File: src/rtl/core/vrd_pkg.sv
`timescale 1ns / 1ps
package vrd_pkg;

    // frame geometry
    localparam int HEIGHT = 480;
    localparam int WIDTH  = 640;

    localparam int ROW_W   = (HEIGHT > 1) ? $clog2(HEIGHT) : 1;
    localparam int COL_W   = (WIDTH > 1) ? $clog2(WIDTH) : 1;
    // frame store address: {bank, row, column}
    localparam int FA_W    = 1 + ROW_W + COL_W;
    // row mark address: {bank, row}
    localparam int MA_W    = 1 + ROW_W;
    // frame tag kept per row mark, zero is reserved for cleared marks
    localparam int EPOCH_W = 16;

    // sync pair
    localparam logic [7:0] SYNC_FIRST  = 8'h55;
    localparam logic [7:0] SYNC_SECOND = 8'hAA;

    // payload byte write into the frame store
    typedef struct packed {
        logic            en;
        logic [FA_W-1:0] addr;
        logic [7:0]      data;
    } t_pix_wr;

    // row mark write
    typedef struct packed {
        logic               en;
        logic [MA_W-1:0]    addr;
        logic [EPOCH_W-1:0] tag;
    } t_mark_wr;

    // per-transaction status from the parser
    typedef struct packed {
        logic done;
        logic dropped;
        logic any;
    } t_flags;

endpackage

File: src/rtl/core/vrd_parser.sv
`timescale 1ns / 1ps
module vrd_parser (
    input  logic                        i_clk,
    input  logic                        i_rst_n,
    input  logic                        i_en,
    input  logic [7:0]                  i_byte,
    output vrd_pkg::t_pix_wr            o_pix_wr,
    output vrd_pkg::t_mark_wr           o_mark_wr,
    output vrd_pkg::t_flags             o_flags,
    output logic                        o_done_bank,
    output logic [vrd_pkg::EPOCH_W-1:0] o_done_epoch
);
    import vrd_pkg::*;

    typedef enum logic [2:0] {
        PH_HUNT   = 3'd0,
        PH_SYNC2  = 3'd1,
        PH_ROW_HI = 3'd2,
        PH_ROW_LO = 3'd3,
        PH_DATA   = 3'd4
    } t_phase;

    t_phase             r_phase, n_phase;
    logic [7:0]         r_row_hi, n_row_hi;
    logic [ROW_W-1:0]   r_row, n_row;
    logic [COL_W-1:0]   r_col, n_col;
    logic               r_bank, n_bank;
    logic               r_any, n_any;
    logic [EPOCH_W-1:0] r_epoch, n_epoch;
    logic [EPOCH_W-1:0] r_done_epoch, n_done_epoch;

    logic [15:0]        row_full;
    logic [EPOCH_W-1:0] epoch_inc;

    assign row_full  = {r_row_hi, i_byte};
    assign epoch_inc = r_epoch + 1'b1;

    // next state of the byte parser
    always_comb begin
        n_phase      = r_phase;
        n_row_hi     = r_row_hi;
        n_row        = r_row;
        n_col        = r_col;
        n_bank       = r_bank;
        n_any        = r_any;
        n_epoch      = r_epoch;
        n_done_epoch = r_done_epoch;
        o_pix_wr     = '0;
        o_mark_wr    = '0;
        o_flags      = '0;
        if (i_en) begin
            case (r_phase)
                PH_SYNC2: begin
                    n_phase = (i_byte == SYNC_SECOND) ? PH_ROW_HI : PH_HUNT;
                end
                PH_ROW_HI: begin
                    n_row_hi = i_byte;
                    n_phase  = PH_ROW_LO;
                end
                PH_ROW_LO: begin
                    if (32'(row_full) >= 32'(HEIGHT)) begin
                        o_flags.dropped = 1'b1;
                        n_phase         = PH_HUNT;
                    end else begin
                        // mark the row with the tag of the current frame
                        o_mark_wr.en   = 1'b1;
                        o_mark_wr.addr = {r_bank, ROW_W'(row_full)};
                        o_mark_wr.tag  = r_epoch;
                        n_row          = ROW_W'(row_full);
                        n_col          = '0;
                        n_phase        = PH_DATA;
                    end
                end
                PH_DATA: begin
                    o_pix_wr.en   = 1'b1;
                    o_pix_wr.addr = {r_bank, r_row, r_col};
                    o_pix_wr.data = i_byte;
                    if (r_col == COL_W'(WIDTH - 1)) begin
                        n_col   = '0;
                        n_phase = PH_HUNT;
                        // last row ends the frame: swap banks, new tag makes old marks stale
                        if (r_row == ROW_W'(HEIGHT - 1)) begin
                            n_bank       = ~r_bank;
                            n_done_epoch = r_epoch;
                            n_epoch      = (epoch_inc == '0) ? EPOCH_W'(1) : epoch_inc;
                            n_any        = 1'b1;
                            o_flags.done = 1'b1;
                        end
                    end else begin
                        n_col = r_col + 1'b1;
                    end
                end
                default: begin
                    n_phase = (i_byte == SYNC_FIRST) ? PH_SYNC2 : PH_HUNT;
                end
            endcase
        end
        o_flags.any = n_any;
    end

    // parser registers
    always_ff @(posedge i_clk) begin
        if (!i_rst_n) begin
            r_phase      <= PH_HUNT;
            r_row        <= '0;
            r_col        <= '0;
            r_bank       <= 1'b0;
            r_any        <= 1'b0;
            r_epoch      <= EPOCH_W'(1);
            r_done_epoch <= EPOCH_W'(1);
        end else begin
            r_phase      <= n_phase;
            r_row        <= n_row;
            r_col        <= n_col;
            r_bank       <= n_bank;
            r_any        <= n_any;
            r_epoch      <= n_epoch;
            r_done_epoch <= n_done_epoch;
        end
    end

    // row high byte, payload only
    always_ff @(posedge i_clk) begin
        r_row_hi <= n_row_hi;
    end

    assign o_done_bank  = ~r_bank;
    assign o_done_epoch = r_done_epoch;

endmodule

File: config.mk
export PLATFORM = sky130hd
export DESIGN_NAME = vrd_parser
export DESIGN_NICKNAME = d
export VERILOG_FILES = /design/src/rtl/core/vrd_pkg.sv /design/src/rtl/core/vrd_parser.sv
export SDC_FILE = /design/constraint.sdc
export NUM_CORES = 1
export LEC_CHECK = 0
export BUFFER_PORTS_ARGS = -buffer_cell sky130_fd_sc_hd__buf_2
export CAP_MARGIN = 0
export CORE_ASPECT_RATIO = 1.5
export CORE_UTILIZATION = 40
export CTS_CLUSTER_SIZE = 30
export DETAILED_ROUTE_END_ITERATION = 6
export PLACE_DENSITY = 0.63
export SYNTH_ARGS = -nofsm -noshare
export SYNTH_HDL_FRONTEND = slang
export SYNTH_SLANG_ARGS = --single-unit
File: constraint.sdc
create_clock -name i_clk -period 3.7 [get_ports i_clk]
set_input_delay 0.37 -clock i_clk [delete_from_list [all_inputs] [get_ports i_clk]]
set_output_delay 0.37 -clock i_clk [all_outputs]
set_load 0.01 [all_outputs]
After elaboration in Yosys (flattened, before gate mapping):

Cells that the tools add are included.

* $add $sub $neg: 2
* order comparisons: 1
* equality and inequality tests: 10
* mux-type cells: 24
* bitwise gates (word level): 2
* reduce and logical (&&, ||, !) cells: 7

Operators by type and width (number)
* 2-to-1 mux 27 bit: 3
* 2-to-1 mux 29 bit: 2
* 2-to-1 mux 10 bit: 2
* case mux 10 bit (2 select lines): 1
* adder 16 x 1 -> 16 bit (second input constant): 1
* greater-or-equal comparator 16 x 9 -> 1 bit (second input constant): 1
* zero test 16 bit: 1
* 2-to-1 mux 16 bit: 1
* case mux 3 bit (4 select lines): 1
* adder 10 x 1 -> 10 bit (second input constant): 1
* equality test 10 bit (second input constant): 1
* 2-to-1 mux 1 bit: 10
* equality test 9 bit (second input constant): 1
* equality test 8 x 7 -> 1 bit (second input constant): 1
* equality test 8 bit (second input constant): 1
* equality test 3 x 2 -> 1 bit (second input constant): 2
* 2-to-1 mux 3 bit: 2
* AND reduction 3 bit: 2
* 2-to-1 mux 2 bit: 2
* != test 2 bit (second input constant): 2
* AND reduction 2 bit: 2
* AND reduction 4 bit: 1
* equality test 3 x 1 -> 1 bit (second input constant): 1
* equality test 3 bit (second input constant): 1
* other kinds (2): 3

* register bits after elaboration: 64
* input bits: 11
* output and inout port bits: 76
* word-level logic and storage cells: 54

Longest topological paths before layout:

Gate-level depths: netlist (run 1).

* word-level depth: 5
* gate-level depth with buffers: 9
* mapped depth without buffers: 6

Worst setup path before layout (run 1):

Ideal clock, no wire load.

* path type: register -> output
* from: register r_row_hi[7]
* to: output port o_mark_wr[10] (netlist bit)
* data arrival time: 1.579 ns
* required time: 3.330 ns
* path slack: 1.751 ns
* stages on the path, launching flop included: 6
* buffers on the path: 1
* cells stage by stage: edfxtp_1 nor4_1 nand4b_2 inv_1 clkbuf_1 and2_1

RTL lines
* from (decl): RTL line vrd_parser.sv:24 `logic [7:0] r_row_hi, n_row_hi;`
* from (signal assigned): RTL line vrd_parser.sv:124 `r_row_hi <= n_row_hi;`
* to (decl): RTL line vrd_parser.sv:8 `output vrd_pkg::t_mark_wr o_mark_wr,`

==> results.toml, run 1 <==
[floorplan]
rows = 40
die_w_um = 76.8
fp.dieArea_um2 = 8770
ios = 87
core_region_area_um2 = 8060
floorplan.initialDensity_pct = 41.7
die_h_um = 114

[logic_synthesis]
syn_area_per_cell_um2 = 8.25
yosysWarnings = 0
synthXorXnorAreaFrac_pct = 7.04
syn-cell-area_um2 = 3360
synth_flop_cell = "dfxtp_1"
synthMuxAreaShare_pct = 0.298
synth-simple-area-share_pct = 34.3
synth_fp_nets = 420
synth_fa_ha_area_share_pct = 1.04
synth-edff-count = 8
synth_top_family_by_area = "simple AND/OR/NAND/NOR gates"
synth_seq_cells = 64
async_flop_share_pct = 0
yosysSeqAreaShare_pct = 40.6
yosysUniqueCellTypes = 52
synth-compound-area-share_pct = 10.8
syn-instance-count = 407

[routing]
drt_wl_total_mm = 8.86
via_per_inst = 5.22
drtAntennaViolNets = 0
vias = 3092
drtIter0Drc = 204
drc = 0
wl_per_cell_um = 15.0
dr.pass1.iters = 4

[final_layout]
fin_cells = 592
multi_input_area_um2 = 1800
fin_area_um2 = 4100
fillers = 787
syn_to_final_growth_pct = 22.2
drive_above_1_share_pct = 23.2
diodes = 0
seq_area_um2 = 1360
fin_nets = 495

[worst_setup_path]
rr_startpoint = "r_row_hi[7]"
cp-start-kind = "flop"
crit_slowest_cell = "inv_1"
cp_cell_sequence = "nor4_1 > nand4b_2 > buf_4 > inv_1 > and2_1 > buf_2"
required_ps = 3330
endpoint_kind = "output port"
cp-startpoint = "r_row_hi[7]"
critPathMaxStageDelay_ps = 690
worstPathArrival_ps = 2570
critPathMaxFanout = 30
path_class = "reg2out"

[sta]
fmax_ghz = 0.340
finalCritPeriodShare_pct = 79.6
setup_violations = 0
period_needed_ps = 2940
final-max-slew-violation-count = 0
slew_headroom_pct = 38.8
clock_skew_ps = 6.09
hold_violations = 0
tightest_slew_ps = 917
rsz0062_at_grt = "false"
setup-tns-final_ps = 0

[clocking]
clockRootBuffer = "clkbuf_16"
cts_tree = "done"
cts.sinks = 64
cts_resized = 0
path_clk_slew_ps = 50
cts_buffer_depth = 2
cts_inserted_buffers = 9
h-tree-depth = 3
worstSkewPairLatency_ps = 330
postCtsSetupBuffers = 0
cts_hold_buf = 0

[place]
dp_cells = 576
place_congestion = 0.845
dpl_cell_area_um2 = 3830
place_hpwl_mm = 6.20
port_buffers = 86

[power_and_ir_drop]
seqPwrFrac_pct = 46.9
power.total_uw = 1500
internal-power_uw = 1200
power_density_nw_per_um2 = 366
vdd_drop_max_v = 0.000240
p_clk_share_pct = 51.2
combPwrFrac_pct = 1.9
p_sw_share_pct = 20.0
power_leakage_uw = 0.00177
switchingPower_uw = 300

[flow_run]
maxCapViolations = 0

[global_route]
grt_usage_pct = 21.5
antenna_found_initial = 0
gr-max-usage-layer = "met2"
use_met2_pct = 38.9
grt.overflow.total = 0
grt_pass1_vias = 2993
use_met3_pct = 4.62
grt_max_degree = 36
grt_pass1_wl_mm = 14.6
use_met1_pct = 23.9

[hold_path]
min_from = "i_byte[3]"
hp-class = "in2reg"

[status]
status = "finished, final reports clean"
## cell usage in the layout (no fill, tap or decap), drive strengths merged, types with 2 or more instances in the layout
master	n
a2111oi	2
a211oi	3
a21boi	2
a21oi	28
a31oi	3
and2	47
and3	6
and4	3
buf	92
clkbuf	16
dfxtp	56
edfxtp	8
ha	2
inv	17
nand2	53
nand3	11
nand4	20
nand4b	5
nor2	43
nor3	6
nor3b	2
nor4	4
nor4b	2
nor4bb	3
o211ai	2
o21a	3
o21ai	7
xnor2	12
xor2	15
## area by class of cell
class	instances	share of cell area (%)
timing repair buffer	92	11.6
inverter	17	1.56
tap	105	3.20
sequential	64	33.2
clock buffer	16	6.62
multi-input combinational	298	43.8
## final timing paths
kind | end | slack (ps) | cells after the start
worst min register to register | o_done_epoch[14] | 450 | 2
worst max-delay path | o_mark_wr[20] | 760 | 6
worst min-delay path | r_row_hi[3] | 290 | 1
worst max register to register | r_col[5] | 1110 | 7
## cell families (layout without fill, tap and decap cells)
logic type / Yosys count / in the layout
flops: 64 / 64
compound gates: 58 / 58
fa+ha+maj: 3 / 3
xor+xnor: 27 / 27
simple gates: 209 / 209
mux: 1 / 1
buf+inv: 45 / 125
## synth_stat cells, types with 2 or more instances
cell	instances	area share, %
o21ai_0	6	0.89
nor2_1	41	4.6
nand4_1	19	3.5
nor4b_1	2	0.52
nor3_1	6	0.89
o21a_1	3	0.67
xnor2_1	12	3.1
buf_4	2	0.45
o211ai_1	2	0.45
dfxtp_1	56	33
nor4_1	3	0.56
xor2_1	15	3.9
and3_1	6	1.1
a21boi_0	2	0.45
buf_2	11	1.6
and4_1	3	0.78
a2111oi_0	2	0.52
clkbuf_1	14	1.6
nand3_1	11	1.6
inv_1	17	1.9
nand4b_1	4	1.0
edfxtp_1	8	7.2
nor2_2	2	0.37
a211oi_1	2	0.45
nor4bb_1	3	0.89
and2_1	47	8.8
ha_1	2	0.75
a21oi_1	28	4.2
a31oi_1	3	0.56
nand2_1	53	5.9
## power by group through the flow
stage	Sequential, uW	Combinational, uW	Clock, uW
6_report	704	28.3	769
5_1_grt	703	30.9	813
4_1_cts	704	29.3	783
3_5_place_dp	718	28.9	0
3_3_place_gp	718	28.7	0
2_1_floorplan	718	11.1	0
## flip-flops by register name, summed over array words and instances, names as in the netlist
signal / cells
r_bank: 1
r_any: 1
r_row_hi: 8
r_col: 10
o_done_epoch: 16
r_epoch: 16
r_row: 9
r_phase: 3
## stage by stage
step                setup WS, ps  utilization, %  hold slack (ps)
finish                       756            50.9              291
floorplan                   1750               -              438
global placement            1180            47.5              436
CTS                          797            50.9              287
global route                 480            50.9              293
detailed placement          1140            47.5              440
## metal layers
metal,vias to the layer above,routed length [um]
met4,0,142
met2,92,4550
li1,1545,-
met3,10,424
met1,1445,3740
met5,-,0
## worst max-delay path: cells and delay by family (launching register included)
kind / cells / cell delay (ps)
buffers and inverters: 3 / 1050
and+or+nand+nor: 3 / 820
DFF: 1 / 380
(Power assumes the default switching activity.)
==> run 2: changes to the inputs <==
==> constraint.sdc (replaced) <==
create_clock -name i_clk -period 3 [get_ports i_clk]
set_input_delay 0.3 -clock i_clk [delete_from_list [all_inputs] [get_ports i_clk]]
set_output_delay 0.3 -clock i_clk [all_outputs]
set_load 0.01 [all_outputs]
==> run 2 against run 1 <==
- total power increased by 31%
- final cell count increased by 0.34%
- highest routed layer unchanged
- setup slack got worse by 330 ps
==> results.toml, run 2 (synthesized netlist as in run 1, its figures left out) <==
[global_route]
grt_usage_pct = 21.7
grt.overflow.total = 0
grt_pass1_vias = 2989
grt_max_degree = 31
antenna_found_initial = 0
grt_pass1_wl_mm = 14.8

[final_layout]
fin_area_um2 = 4150
drive_above_1_share_pct = 24.3
fin_nets = 497
layout_common_cells = "86 x buf_2, 56 x dfxtp_1, 53 x nand2_1"
syn_to_final_growth_pct = 23.7
multi_input_area_um2 = 1800
seq_area_um2 = 1360
fillers = 817
diodes = 0
final_common_cell = "buf_2"

[sta]
final-max-slew-violation-count = 0
slew_headroom_pct = 45.6
period_needed_ps = 2580
rsz0062_at_grt = "false"
setup-tns-final_ps = 0
clock_skew_ps = 7.20
finalCritPeriodShare_pct = 85.9
fmax_ghz = 0.388
setup_ws_ps = 422
hold_violations = 0
tightest_slew_ps = 815
setup_violations = 0

[clocking]
cts_hold_buf = 0
worstSkewPairLatency_ps = 330
path_clk_slew_ps = 50
cts_resized = 0
cts_inserted_buffers = 9
cts_buffer_depth = 2
postCtsSetupBuffers = 0
h-tree-depth = 3
clockRootBuffer = "clkbuf_16"
cts_tree = "done"
cts.sinks = 64

[routing]
drtIter0Drc = 223
drt_wl_total_mm = 8.79
vias = 3077
via_per_inst = 5.18
drtAntennaViolNets = 0
dr.pass1.iters = 4
drc = 0
wl_per_cell_um = 14.8

[power_and_ir_drop]
p_clk_share_pct = 54.1
seqPwrFrac_pct = 44.1
vdd_drop_max_v = 0.000325
power_density_nw_per_um2 = 473
internal-power_uw = 1570
power_leakage_uw = 0.00180
switchingPower_uw = 399
combPwrFrac_pct = 1.7
p_sw_share_pct = 20.3

[floorplan]
floorplan.initialDensity_pct = 41.7
die_h_um = 114
fp.dieArea_um2 = 8770
ios = 87
core_region_area_um2 = 8060
die_w_um = 76.8
rows = 40

[worst_setup_path]
crit_slowest_cell = "inv_1"
critPathMaxStageDelay_ps = 480
endpoint_kind = "output port"
rr_worst_depth = 7
cp_top_family = "buffers and inverters"
path_buf_inv = 3
required_ps = 2700
path_depth = 6
path_class = "reg2out"
worstPathArrival_ps = 2280
critPathMaxFanout = 18
cp-start-kind = "flop"
cp_cell_sequence = "nor4_1 > nand4b_2 > inv_1 > buf_4 > and2_1 > buf_2"

[hold_path]
worst_hold_path.num_cells = 1
hp-class = "in2reg"

[status]
status = "finished, final reports clean"

[place]
place_congestion = 0.840
dpl_cell_area_um2 = 3840
pre_cts_ws_ps = 724
place_hpwl_mm = 6.33
port_buffers = 86

[flow_run]
maxCapViolations = 0
run 2: path summary, 6_finish.rpt:
check | start | end | slack, ps
setup / recovery | r_row_hi[7] | o_mark_wr[7] | 420
hold / removal | i_byte[3] | r_row_hi[3] | 220
setup reg to reg | r_col[0] | r_bank | 700
hold reg to reg | o_done_epoch[10] | o_done_epoch[10] | 450
run 2: through the flow:
stage | total power (uW) | instances | util [%] | hold WS [ps]
floorplan | 899 | 407 | - | 399
global placement | 920 | 578 | 47.7 | 436
detailed placement | 921 | 578 | 47.7 | 444
CTS | 1990 | 594 | 51.5 | 209
global route | 2040 | 594 | 51.5 | 222
finish | 1970 | 594 | 51.5 | 221
run 2: final cells by class:
type,count,area share [%]
Timing Repair Buffer,94,11.8
Inverter,17,1.54
Clock buffer,11,6.12
Sequential cell,64,32.8
Multi-Input combinational cell,298,43.3
Tap cell,105,3.16
Clock inverter,5,1.30
run 2: metal layers:
metal	wire length (um)	vias to the layer above	GRT usage, %	part of all wire, %
met5	0	-	0	0
met4	178	0	10.0	2.0
met3	424	10	5.26	4.8
met2	4480	95	37.4	51
met1	3710	1417	25.2	42
li1	-	1555	-	-
run 2: worst reg2reg max path, stage by stage (launching register included):
cell	delay, ps
dfxtp_1	420
ha_1	190
and2_1	230
and4_1	640
and2_1	250
buf_4	230
xnor2_1	150
nor2_1	50
run 2: power by group through the flow:
| stage | sequential (uW) | clock [uW] | combinational, uW |
|---|---|---|---|
| finish | 867 | 1060 | 34.4 |
| global route | 866 | 1130 | 37.7 |
| CTS | 867 | 1090 | 35.4 |
| detailed placement | 885 | 0 | 35.3 |
| global placement | 885 | 0 | 35.1 |
| floorplan | 885 | 0 | 13.7 |
